`config.mk`:
```
export PLATFORM = sky130hd
export DESIGN_NAME = parameter_block_ring_scanner
export DESIGN_NICKNAME = d
export VERILOG_FILES = /design/src/pbrs_pkg.sv /design/src/parameter_block_ring_scanner.sv /design/src/pbrs_cfg.sv /design/src/pbrs_slot_acc.sv /design/src/pbrs_select.sv
export SDC_FILE = /design/constraint.sdc
export NUM_CORES = 1
export LEC_CHECK = 0
export ABC_AREA = 1
export ABC_CLOCK_PERIOD_IN_PS = 9300
export BUFFER_PORTS_ARGS = -buffer_cell sky130_fd_sc_hd__buf_2
export CELL_PAD_IN_SITES_DETAIL_PLACEMENT = 1
export CELL_PAD_IN_SITES_GLOBAL_PLACEMENT = 2
export CORE_ASPECT_RATIO = 1.25
export CORE_UTILIZATION = 35
export DETAILED_ROUTE_END_ITERATION = 8
export PLACE_DENSITY_LB_ADDON = 0.3
export SLEW_MARGIN = 20
export SYNTH_ARGS = -nofsm -noshare
export SYNTH_HDL_FRONTEND = slang
export SYNTH_SLANG_ARGS = --single-unit
```
`constraint.sdc`:
```
create_clock -name i_clk -period 9.3 [get_ports i_clk]
set_input_delay 0.93 -clock i_clk [delete_from_list [all_inputs] [get_ports i_clk]]
set_output_delay 0.93 -clock i_clk [all_outputs]
set_load 0.05 [all_outputs]
```
`src/pbrs_pkg.sv`:
```
// Package for the parameter block ring scanner: constants, types and helpers.
`timescale 1ns / 1ps

package pbrs_pkg;

    // Parameter defaults
    localparam int DEF_MAX_BLOCK_BYTES = 1024;
    localparam int DEF_MAX_SLOTS       = 64;

    // Register widths and reset values
    localparam int BLOCK_SIZE_W = 11;
    localparam int SLOT_COUNT_W = 7;
    localparam logic [BLOCK_SIZE_W-1:0] BLOCK_SIZE_RST = 11'd64;
    localparam logic [SLOT_COUNT_W-1:0] SLOT_COUNT_RST = 7'd16;

    // Configuration address map (registers on 4-byte boundaries)
    localparam int  CFG_ADDR_W     = 3;
    localparam logic CFG_SEL_BLOCK_SIZE = 1'b0;
    localparam logic CFG_SEL_SLOT_COUNT = 1'b1;

    // Fixed field widths
    localparam int BYTE_W   = 8;
    localparam int OSLOT_W  = 6;
    localparam int OUT_DATA_W = 40;
    localparam logic [7:0] SEQ_HALF = 8'd128;

    // Per-transaction control flags from the slot accumulator
    typedef struct packed {
        logic accept;
        logic restart;
        logic slot_end;
        logic valid;
        logic last;
    } t_slot_ev;

    // True when candidate sequence cand is not older than current cur
    function automatic logic seq_not_older(input logic [7:0] cur, input logic [7:0] cand);
        logic [7:0] diff_cc;
        logic [7:0] diff_nc;
        logic       older;
        diff_cc = cur - cand;
        diff_nc = cand - cur;
        older   = 1'b0;
        if ((cur > cand) && (diff_cc < SEQ_HALF)) begin
            older = 1'b1;
        end
        if ((cand > cur) && (diff_nc > SEQ_HALF)) begin
            older = 1'b1;
        end
        return !older;
    endfunction

endpackage

```
`src/parameter_block_ring_scanner.sv`:
```
// Top level of the parameter block ring scanner.
//
// Usage: stream the bytes of the slot ring in address order on s_axis, one byte
// per transaction; set tuser on the first byte of a new scan to clear the
// selection. Byte 0 of each slot is its sequence number. At each slot end one
// transaction leaves on m_axis carrying the slot's index and validity, the
// most recent valid slot so far, and the next slot and sequence to write.
// tlast marks the result of the last slot in the ring.
// Output: a result is registered in the cycle after the slot's final byte is taken.
// Throughput: one byte per cycle unless a result waits unaccepted; the accumulate,
// compare and select path sits between the input handshake and the result register.
// Stall: while a result waits unaccepted, s_axis_tready follows
// m_axis_tready, so bytes keep flowing whenever the result is being taken.
// Reset: synchronous active-low; position, counters and selection clear,
// block_size returns to 64 and slot_count to 16. The APB port (pready always
// high) holds block_size at 0x0 and slot_count at 0x4; write only while idle.
`timescale 1ns / 1ps

module parameter_block_ring_scanner
    import pbrs_pkg::*;
#(
    parameter int MAX_BLOCK_BYTES = DEF_MAX_BLOCK_BYTES,
    parameter int MAX_SLOTS       = DEF_MAX_SLOTS
) (
    input  logic                  i_clk,
    input  logic                  i_rst_n,
    // Input bytes
    input  logic                  s_axis_tvalid,
    output logic                  s_axis_tready,
    input  logic [7:0]            s_axis_tdata,   // [7:0] scan_byte
    input  logic [0:0]            s_axis_tuser,   // [0] ring_restart
    // Slot results
    output logic                  m_axis_tvalid,
    input  logic                  m_axis_tready,
    // [5:0] slot_index, [6] slot_valid, [7] found_any, [13:8] recent_slot,
    // [21:14] recent_sequence, [27:22] next_slot, [35:28] next_sequence, [39:36] zero
    output logic [OUT_DATA_W-1:0] m_axis_tdata,
    output logic                  m_axis_tlast,   // scan_done
    // Configuration
    input  logic                  psel,
    input  logic                  penable,
    input  logic                  pwrite,
    input  logic [CFG_ADDR_W-1:0] paddr,
    input  logic [31:0]           pwdata,
    output logic [31:0]           prdata,
    output logic                  pready
);

    localparam int SW  = $clog2(MAX_BLOCK_BYTES + 1);
    localparam int CW  = $clog2(MAX_SLOTS + 1);
    localparam int SLW = (MAX_SLOTS > 1) ? $clog2(MAX_SLOTS) : 1;

    logic [SW-1:0]     eff_size;
    logic [CW-1:0]     eff_count;
    logic              accept;
    t_slot_ev          slot_ev;
    logic [SLW-1:0]    slot_idx;
    logic [BYTE_W-1:0] first_byte;

    assign accept = s_axis_tvalid && s_axis_tready;

    pbrs_cfg #(
        .MAX_BLOCK_BYTES (MAX_BLOCK_BYTES),
        .MAX_SLOTS       (MAX_SLOTS),
        .SW              (SW),
        .CW              (CW)
    ) u_cfg (
        .i_clk       (i_clk),
        .i_rst_n     (i_rst_n),
        .psel        (psel),
        .penable     (penable),
        .pwrite      (pwrite),
        .paddr       (paddr),
        .pwdata      (pwdata),
        .prdata      (prdata),
        .pready      (pready),
        .o_eff_size  (eff_size),
        .o_eff_count (eff_count)
    );

    pbrs_slot_acc #(
        .MAX_BLOCK_BYTES (MAX_BLOCK_BYTES),
        .MAX_SLOTS       (MAX_SLOTS),
        .SW              (SW),
        .CW              (CW),
        .SLW             (SLW)
    ) u_slot_acc (
        .i_clk       (i_clk),
        .i_rst_n     (i_rst_n),
        .i_accept    (accept),
        .i_byte      (s_axis_tdata),
        .i_restart   (s_axis_tuser[0]),
        .i_eff_size  (eff_size),
        .i_eff_count (eff_count),
        .o_ev        (slot_ev),
        .o_slot      (slot_idx),
        .o_first     (first_byte)
    );

    pbrs_select #(
        .MAX_SLOTS (MAX_SLOTS),
        .CW        (CW),
        .SLW       (SLW)
    ) u_select (
        .i_clk       (i_clk),
        .i_rst_n     (i_rst_n),
        .i_ev        (slot_ev),
        .i_slot      (slot_idx),
        .i_first     (first_byte),
        .i_eff_count (eff_count),
        .i_out_ready (m_axis_tready),
        .o_in_ready  (s_axis_tready),
        .o_out_valid (m_axis_tvalid),
        .o_out_data  (m_axis_tdata),
        .o_out_last  (m_axis_tlast)
    );

endmodule

```
`src/pbrs_cfg.sv`:
```
// Configuration registers with APB-style access and clamped effective values.
`timescale 1ns / 1ps

module pbrs_cfg
    import pbrs_pkg::*;
#(
    parameter int MAX_BLOCK_BYTES = DEF_MAX_BLOCK_BYTES,
    parameter int MAX_SLOTS       = DEF_MAX_SLOTS,
    parameter int SW = $clog2(MAX_BLOCK_BYTES + 1),
    parameter int CW = $clog2(MAX_SLOTS + 1)
) (
    input  logic                  i_clk,
    input  logic                  i_rst_n,
    input  logic                  psel,
    input  logic                  penable,
    input  logic                  pwrite,
    input  logic [CFG_ADDR_W-1:0] paddr,
    input  logic [31:0]           pwdata,
    output logic [31:0]           prdata,
    output logic                  pready,
    output logic [SW-1:0]         o_eff_size,
    output logic [CW-1:0]         o_eff_count
);

    logic [BLOCK_SIZE_W-1:0] r_block_size;
    logic [SLOT_COUNT_W-1:0] r_slot_count;
    logic                    wr_en;
    logic [31:0]             size_w;
    logic [31:0]             count_w;

    assign pready = 1'b1;
    assign wr_en  = psel && penable && pwrite && pready;

    // Register writes; the word address picks the register
    always_ff @(posedge i_clk) begin
        if (!i_rst_n) begin
            r_block_size <= BLOCK_SIZE_RST;
            r_slot_count <= SLOT_COUNT_RST;
        end else if (wr_en) begin
            if (paddr[2] == CFG_SEL_BLOCK_SIZE) begin
                r_block_size <= pwdata[BLOCK_SIZE_W-1:0];
            end else begin
                r_slot_count <= pwdata[SLOT_COUNT_W-1:0];
            end
        end
    end

    // Read-back
    always_comb begin
        if (paddr[2] == CFG_SEL_BLOCK_SIZE) begin
            prdata = 32'(r_block_size);
        end else begin
            prdata = 32'(r_slot_count);
        end
    end

    // Clamp to the supported ranges
    always_comb begin
        size_w  = 32'(r_block_size);
        count_w = 32'(r_slot_count);
        if (size_w < 32'd2) size_w = 32'd2;
        if (size_w > 32'(MAX_BLOCK_BYTES)) size_w = 32'(MAX_BLOCK_BYTES);
        if (count_w < 32'd1) count_w = 32'd1;
        if (count_w > 32'(MAX_SLOTS)) count_w = 32'(MAX_SLOTS);
    end

    assign o_eff_size  = size_w[SW-1:0];
    assign o_eff_count = count_w[CW-1:0];

endmodule

```
`src/pbrs_slot_acc.sv`:
```
// Slot accumulator: byte position, slot counter, checksum and slot validity.
`timescale 1ns / 1ps

module pbrs_slot_acc
    import pbrs_pkg::*;
#(
    parameter int MAX_BLOCK_BYTES = DEF_MAX_BLOCK_BYTES,
    parameter int MAX_SLOTS       = DEF_MAX_SLOTS,
    parameter int SW  = $clog2(MAX_BLOCK_BYTES + 1),
    parameter int CW  = $clog2(MAX_SLOTS + 1),
    parameter int SLW = (MAX_SLOTS > 1) ? $clog2(MAX_SLOTS) : 1
) (
    input  logic              i_clk,
    input  logic              i_rst_n,
    input  logic              i_accept,
    input  logic [BYTE_W-1:0] i_byte,
    input  logic              i_restart,
    input  logic [SW-1:0]     i_eff_size,
    input  logic [CW-1:0]     i_eff_count,
    output t_slot_ev          o_ev,
    output logic [SLW-1:0]    o_slot,
    output logic [BYTE_W-1:0] o_first
);

    localparam int PW   = (MAX_BLOCK_BYTES > 2) ? $clog2(MAX_BLOCK_BYTES) : 1;
    localparam int SUMW = $clog2(MAX_BLOCK_BYTES * 255 + 1);

    logic [PW-1:0]     r_pos,   n_pos;
    logic [SLW-1:0]    r_slot,  n_slot;
    logic [SUMW-1:0]   r_sum,   n_sum;
    logic [BYTE_W-1:0] r_first, n_first;

    logic [PW-1:0]     pos_cur;
    logic [SLW-1:0]    slot_cur;
    logic [SUMW-1:0]   sum_new;
    logic [SW+7:0]     erased_sum;
    logic              slot_end;
    logic              last;
    logic              valid;

    // Restart folds into the current position and counter
    always_comb begin
        pos_cur  = i_restart ? '0 : r_pos;
        slot_cur = i_restart ? '0 : r_slot;
        n_first  = (pos_cur == '0) ? i_byte : r_first;
        sum_new  = ((pos_cur == '0) ? '0 : r_sum) + SUMW'(i_byte);
        slot_end = ((SW+1)'(pos_cur) + (SW+1)'(1)) >= (SW+1)'(i_eff_size);
        last     = ((CW+1)'(slot_cur) + (CW+1)'(1)) >= (CW+1)'(i_eff_count);
        // An erased slot sums to size * 0xff
        erased_sum = {i_eff_size, 8'h00} - (SW+8)'(i_eff_size);
        valid    = (sum_new[7:0] == 8'h00) && ((SW+8)'(sum_new) != erased_sum);
    end

    // Next state
    always_comb begin
        if (slot_end) begin
            n_pos  = '0;
            n_sum  = '0;
            n_slot = last ? '0 : slot_cur + SLW'(1);
        end else begin
            n_pos  = pos_cur + PW'(1);
            n_sum  = sum_new;
            n_slot = slot_cur;
        end
    end

    always_ff @(posedge i_clk) begin
        if (!i_rst_n) begin
            r_pos  <= '0;
            r_slot <= '0;
            r_sum  <= '0;
        end else if (i_accept) begin
            r_pos  <= n_pos;
            r_slot <= n_slot;
            r_sum  <= n_sum;
        end
    end

    always_ff @(posedge i_clk) begin
        if (!i_rst_n) begin
            r_first <= '0;
        end else if (i_accept) begin
            r_first <= n_first;
        end
    end

    assign o_ev.accept   = i_accept;
    assign o_ev.restart  = i_restart;
    assign o_ev.slot_end = slot_end;
    assign o_ev.valid    = valid;
    assign o_ev.last     = last;
    assign o_slot        = slot_cur;
    assign o_first       = n_first;

endmodule

```
`src/pbrs_select.sv`:
```
// Most-recent-slot selection and the registered result stage.
`timescale 1ns / 1ps

module pbrs_select
    import pbrs_pkg::*;
#(
    parameter int MAX_SLOTS = DEF_MAX_SLOTS,
    parameter int CW  = $clog2(MAX_SLOTS + 1),
    parameter int SLW = (MAX_SLOTS > 1) ? $clog2(MAX_SLOTS) : 1
) (
    input  logic                  i_clk,
    input  logic                  i_rst_n,
    input  t_slot_ev              i_ev,
    input  logic [SLW-1:0]        i_slot,
    input  logic [BYTE_W-1:0]     i_first,
    input  logic [CW-1:0]         i_eff_count,
    input  logic                  i_out_ready,
    output logic                  o_in_ready,
    output logic                  o_out_valid,
    output logic [OUT_DATA_W-1:0] o_out_data,
    output logic                  o_out_last
);

    logic              r_have,     n_have;
    logic [SLW-1:0]    r_best,     n_best;
    logic [BYTE_W-1:0] r_best_seq, n_best_seq;

    logic                  r_out_valid;
    logic [OUT_DATA_W-1:0] r_out_data, n_out_data;
    logic                  r_out_last;

    logic              have_cur;
    logic [SLW-1:0]    best_cur;
    logic [BYTE_W-1:0] seq_cur;
    logic              take;
    logic [SLW-1:0]    next_slot;
    logic [BYTE_W-1:0] next_seq;

    // Selection update; restart drops the previous choice
    always_comb begin
        have_cur   = i_ev.restart ? 1'b0 : r_have;
        best_cur   = i_ev.restart ? '0   : r_best;
        seq_cur    = i_ev.restart ? '0   : r_best_seq;
        take       = i_ev.slot_end && i_ev.valid &&
                     (!have_cur || seq_not_older(seq_cur, i_first));
        n_have     = have_cur || take;
        n_best     = take ? i_slot  : best_cur;
        n_best_seq = take ? i_first : seq_cur;
    end

    // Next write location, zeros when nothing was found
    always_comb begin
        if (n_have) begin
            if (((CW+1)'(n_best) + (CW+1)'(1)) >= (CW+1)'(i_eff_count)) begin
                next_slot = '0;
            end else begin
                next_slot = n_best + SLW'(1);
            end
            next_seq = n_best_seq + 8'd1;
        end else begin
            next_slot = '0;
            next_seq  = '0;
        end
        n_out_data = {4'h0,
                      next_seq,
                      OSLOT_W'(next_slot),
                      n_have ? n_best_seq : 8'h00,
                      n_have ? OSLOT_W'(n_best) : OSLOT_W'(0),
                      n_have,
                      i_ev.valid,
                      OSLOT_W'(i_slot)};
    end

    always_ff @(posedge i_clk) begin
        if (!i_rst_n) begin
            r_have     <= 1'b0;
            r_best     <= '0;
            r_best_seq <= '0;
        end else if (i_ev.accept) begin
            r_have     <= n_have;
            r_best     <= n_best;
            r_best_seq <= n_best_seq;
        end
    end

    // Result register: loads at a slot end, clears when taken
    always_ff @(posedge i_clk) begin
        if (!i_rst_n) begin
            r_out_valid <= 1'b0;
        end else if (i_ev.accept && i_ev.slot_end) begin
            r_out_valid <= 1'b1;
        end else if (i_out_ready) begin
            r_out_valid <= 1'b0;
        end
    end

    always_ff @(posedge i_clk) begin
        if (i_ev.accept && i_ev.slot_end) begin
            r_out_data <= n_out_data;
            r_out_last <= i_ev.last;
        end
    end

    assign o_in_ready  = !r_out_valid || i_out_ready;
    assign o_out_valid = r_out_valid;
    assign o_out_data  = r_out_data;
    assign o_out_last  = r_out_last;

endmodule
```
# After elaboration in Yosys (flattened, before gate mapping)
# Index checks and enable logic that the tools add are counted.
[word_totals]
ff_bits = 113
latchBits = 0
mem_bits_rw = 0
romBits = 0
inputBits = 51
out_inout_bits = 76
elab_cells = 82
memories = 0
[classes]
add_sub_neg = 11
mul = 0
div_mod_pow = 0
magnitude_cmp = 11
eq_ne = 1
shift = 0
n_mux = 22
bitwise = 2
n_reduce_logical = 21
[op_table]
columns = ["op", "count"]
rows = [
  ["$mux W18", 2],
  ["$mux W11", 3],
  ["$mux W6", 5],
  ["$mux W8", 3],
  ["$mux W10", 2],
  ["$ne A18 B19 Y1", 1],
  ["$sub A19 B11 Y19", 1],
  ["$add A18 B8 Y18", 1],
  ["$ge A8 B7 Y1", 2],
  ["$gt A8 B8 Y1", 2],
  ["$sub A8 B8 Y8", 2],
  ["$add A6 B1 Y7 const B", 2],
  ["$mux W7", 2],
  ["$add A6 B1 Y6 const B", 2],
  ["$ge A12 B11 Y1", 1],
  ["$add A10 B1 Y11 const B", 1],
  ["$gt A11 B11 Y1 const B", 1],
  ["$lt A11 B2 Y1 const B", 1],
  ["$add A10 B1 Y10 const B", 1],
  ["$logic_not A10 Y1", 1],
  ["$logic_and A1 B1 Y1", 9],
  ["$add A8 B1 Y8 const B", 1],
  ["$gt A8 B8 Y1 const B", 1],
  ["$logic_not A8 Y1", 1],
  ["other kinds (10)", 20],
]

# Longest topological paths before layout
[depth]
depth_word = 15
mapped_depth = 47
depth_no_buf = 44

# Modules after synthesis
# From an unflattened synthesis, not the netlist that was laid out.
[unflattened]
cells_unflattened = 1345
hier_area_um2 = 8838.5
[modules_own_cells]
columns = ["module", "instances", "cells_per_inst", "area_each_um2", "seq_area_each_um2"]
rows = [
  ["pbrs_slot_acc", 1, 735, 4294.1, 840.8],
  ["pbrs_select", 1, 447, 3430.8, 1431.4],
  ["pbrs_cfg", 1, 161, 1106.1, 360.3],
  ["parameter_block_ring_scanner", 1, 2, 7.5, 0.0],
]

# Least setup slack after synthesis
# No wires, ideal clock.
[synth_timing]
path_kind = "input to register"
startpoint = "input port s_axis_tuser"
endpoint = "register u_select.r_out_data[24], in the netlist u_select.o_out_data[24] (data pin)"
setup_ns = 0.139
arrival_ns = 6.188
t_required_ns = 9.161
path_slack_ns = 2.973
path_stages = 36
path_buffers = 5
path_cell_list = "buf_6 > buf_6 > nor2_1 > inv_1 > ha_1 > inv_1 > nor2_1 > nand3_4 > buf_6 > clkbuf_1 > o21ai_0 > ha_1 > inv_1 > o21bai_1 > a21oi_1 > o21bai_1 > nand2_1 > nand2_1 > xnor2_1 > nand4_1 > nand3b_1 > o21ai_0 > nand3_1 > nand4_4 > buf_8 > o21ai_2 > ha_1 > ha_1 > a21boi_0 > o21a_1 > o21a_1 > o21a_1 > o21a_1 > o21ai_0 > nand2_1 > nor2_1"
[synth_via]
elab_chain_len = 15
word_cells_on_any_way = 36
classes_between = "add/sub: 6; order compare: 6; eq/ne: 1; mux: 10; bitwise: 1; reduce/logical: 12"
[synth_rtl]
columns = ["element", "line", "text"]
rows = [
  ["start: declaration", "parameter_block_ring_scanner.sv:31", "input logic [0:0] s_axis_tuser,"],
  ["$mux W10", "pbrs_slot_acc.sv:43", "pos_cur = i_restart ? '0 : r_pos;"],
  ["$logic_not A10 Y1", "pbrs_slot_acc.sv:45, pbrs_slot_acc.sv:46", ""],
  ["$mux W8", "pbrs_slot_acc.sv:45", "n_first = (pos_cur == '0) ? i_byte : r_first;"],
  ["$sub A8 B8 Y8", "pbrs_pkg.sv:41", "diff_cc = cur - cand;"],
  ["$lt A8 B8 Y1", "pbrs_pkg.sv:44", "if ((cur > cand) && (diff_cc < SEQ_HALF)) begin"],
  ["$logic_and A1 B1 Y1", "pbrs_pkg.sv:44", ""],
  ["$mux W1", "pbrs_pkg.sv:44", ""],
  ["$mux W1", "pbrs_pkg.sv:47", "if ((cand > cur) && (diff_nc > SEQ_HALF)) begin"],
  ["$logic_not A1 Y1", "pbrs_pkg.sv:50", "return !older;"],
  ["$logic_or A1 B1 Y1", "pbrs_select.sv:45", "(!have_cur || seq_not_older(seq_cur, i_first));"],
  ["$logic_and A1 B1 Y1", "pbrs_select.sv:44", "take = i_ev.slot_end && i_ev.valid &&"],
  ["$mux W6 (*)", "pbrs_select.sv:47", "n_best = take ? i_slot : best_cur;"],
  ["named net u_select.n_best[0]", "pbrs_select.sv:25", "logic [SLW-1:0] r_best, n_best;"],
  ["$add A6 B1 Y7", "pbrs_select.sv:54", "if (((CW+1)'(n_best) + (CW+1)'(1)) >= (CW+1)'(i_eff_count)) begin"],
  ["$ge A8 B7 Y1", "pbrs_select.sv:54", ""],
  ["$reduce_or A2 Y1 (no source line)", "n/a", ""],
  ["end signal: assignment", "pbrs_select.sv:99", "r_out_data <= n_out_data;"],
  ["end: declaration", "pbrs_select.sv:29", "logic [OUT_DATA_W-1:0] r_out_data, n_out_data;"],
]
# The timed path passes the listed nets; every way through them passes the cells marked *.
# A chain may end at the register's enable or synchronous reset.

# Final worst setup path
[layout_timing]
startpoint = "input port s_axis_tuser"
endpoint = "register u_select.r_out_data[26], in the netlist u_select.o_out_data[26] (data pin)"
# The elaborated chain is that of the path after synthesis.

==> qor.csv <==
metric,value,unit
max_slew_margin,40.8,%
cts-root-buf,clkbuf_16,
grt_pass1_vias,7895,
mostFrequentLayoutCells,"nand2_1 (291), inv_1 (203), nor2_1 (110)",
hold_viol_final,0,
grt_pass1_wl,39.0,mm
report.final.slew_viol_count,0,
worstPathArrival,7.86,ns
drt-wirelength-per-cell,14.5,µm
cts_setup_buffers,0,
yosysUniqueCellTypes,53,
max_freq,132,MHz
critPathCaptureType,flip-flop,
dpl.hpwl,18.3,mm
worst_pin_slew,0.876,ns
fin_crit_sh,81.5,%
port_buffers,77,
synth_area_leaders,"dfxtp_1 (18%), edfxtp_1 (13%), nand2_1 (13%)",
syn_inst,1234,
die-area,25000,µm²
slowest_delay,0.55,ns
power,1.49,mW
die_height,176,µm
gp_congestion,0.835,
drt-pass1-iter-count,4,
grt_max_degree,72,
coreArea,23800,µm²
syn_area_per_cell,6.90,µm²
vdd_drop_max,138,µV
clock_latency,0.43,ns
synth_seq_area_share,30.9,%
drc,0,
start_kind,input port,
tritoncts,yes,
yosysTopAreaCellShare,17.9,%
rsz0062_at_grt,false,
grt.overflow.total,0,
fin_skew,0.00863,ns
critPathMaxFanout,30,
antenna_found_initial,0,
leakagePower,4.65,nW
rows,63,
syn_to_final_growth,13.3,%
vias_per_cell,4.80,
ctsHoldBuffers,0,
dieWidth,141,µm
synth_area,8510,µm²
antenna_cells,0,
required,9.58,ns
ioPinCount,127,
track_usage,20.0,%
routed_wl,23.8,mm
final_nets,1409,
layout-drive-gt1-share,15.0,%
routed-via-count,7866,
layout_min_cycle_time,7.58,ns
synth.yosys.warnings,0,
cts_buffers,17,
synth-edff-count,37,
clk_path_buf_depth,2,
clk_pin_slew_worst_paths,0.06,ns
instances_no_fill,1638,
slowest_stage,o21ai_2,
clock-sinks,113,
yosys_register_bits,113,
synth_ff_type,dfxtp_1,
dp.cells,1606,
post_cts_resized,0,
htreeDepth,4,
drt_first_iter_violations,221,
max_cap_violations,0,
cpMostUsedCell,inv_1,
tns,0,ns
path_class,in2reg,
outcome,"complete, no violations",
mostFrequentLayoutCell,nand2_1,
initial_core_util,35.8,%
synth_async_sr_flop_share,0,%
fillers,3148,
antenna_left,0,
hold_class,reg2reg,
yosysTopAreaCell,dfxtp_1,
cellPowerDensity,155,nW/µm²
setup_viol,0,
==> worst paths after layout <==
| path | startpoint | end | slack, ns | cells after the start |
|---|---|---|---|---|
| setup / recovery | s_axis_tuser | u_select.o_out_data[26]$_SDFFCE_PP0P_ | 1.72 | 34 |
| hold / removal | u_slot_acc.r_sum[2]$_SDFFE_PN0P_ | u_slot_acc.r_sum[2]$_SDFFE_PN0P_ | 0.47 | 2 |
| setup reg to reg | u_slot_acc.r_pos[0]$_SDFFE_PN0P_ | u_select.o_out_data[26]$_SDFFCE_PP0P_ | 2.36 | 34 |
| hold reg to reg | u_slot_acc.r_sum[2]$_SDFFE_PN0P_ | u_slot_acc.r_sum[2]$_SDFFE_PN0P_ | 0.47 | 2 |
==> stage by stage <==
step                      cell area (µm²)  util, %  hold WS, ns  setup WS (ns)
after floorplan                      8600        -        0.441           2.97
after global routing                 9640     40.5        0.481          0.988
after detailed placement             9050     38.0        0.457           1.22
final                                9640     40.5        0.466           1.72
after global placement               9050     38.0        0.452           1.27
after CTS                            9640     40.5        0.468           1.63
==> sequential cells by signal, indices dropped and copies added (netlist names) <==
| signal | flops |
|---|---|
| u_select.o_out_data | 36 |
| u_slot_acc.r_sum | 18 |
| u_cfg.r_block_size | 11 |
| u_slot_acc.r_pos | 10 |
| u_select.r_best_seq | 8 |
| u_slot_acc.r_first | 8 |
| u_cfg.r_slot_count | 7 |
| u_select.r_best | 6 |
| u_slot_acc.r_slot | 6 |
| u_select.o_out_last | 1 |
| u_select.o_out_valid | 1 |
| u_select.r_have | 1 |
==> metal layers <==
layer,up-vias,routed length (µm),track usage (%),part of all wire (%)
met1,3709,10300,22.5,43
met5,-,0,0,0
met3,36,499,3.09,2.1
met4,0,520,7.08,2.2
met2,106,12500,37.7,53
li1,4015,-,-,-
==> synth_stat cells, drive strengths merged (2+ instances only) <==
| master | count |
|---|---|
| nand3 | 54 |
| nand4 | 21 |
| xor2 | 19 |
| nor3 | 15 |
| o21bai | 4 |
| a31oi | 3 |
| buf | 37 |
| clkinv | 3 |
| nor2 | 134 |
| nand2 | 317 |
| a21boi | 2 |
| a21oi | 88 |
| o211ai | 6 |
| clkbuf | 22 |
| xnor2 | 9 |
| edfxtp | 37 |
| o221ai | 2 |
| or2 | 3 |
| conb | 2 |
| o21ai | 92 |
| o21a | 8 |
| nand3b | 3 |
| ha | 57 |
| dfxtp | 76 |
| inv | 211 |
==> final cells by class <==
| cell class | count | area [µm²] | share of cell area [%] |
|---|---|---|---|
| clock buffers | 17 | 425 | 4.41 |
| clock inverters | 15 | 169 | 1.75 |
| inverters | 214 | 808 | 8.38 |
| multi-input cells | 872 | 4780 | 49.6 |
| flip-flops and latches | 113 | 2630 | 27.3 |
| well taps | 325 | 407 | 4.22 |
| repair buffers | 82 | 423 | 4.39 |
==> report_power, final <==
group	switching [mW]	total (mW)	internal, mW
Clock	0.272	0.675	0.402
Sequential	0.00838	0.533	0.525
Combinational	0.201	0.283	0.0813
==> worst max-delay path: cells and delay by family <==
family	cells	cell delay, ns
xor gates and xnor gates	2	0.35
adders and majority gates	4	0.99
and+or+nand+nor	11	2.26
AOI/OAI and AO/OA	11	2.53
buffers and inverters	6	0.77
==> kinds of logic after synthesis <==
kind of cell	after synthesis	share of synthesized area, %
buffers and inverters	273	14.1
flip-flops	113	30.9
AO/OA/AOI/OAI	209	13.7
XOR/XNOR	29	3.15
adder cells (fa/ha/maj)	58	8.61
other	2	0.0882
AND/OR/NAND/NOR	550	29.4
Power figures use the tool's default switching activity.
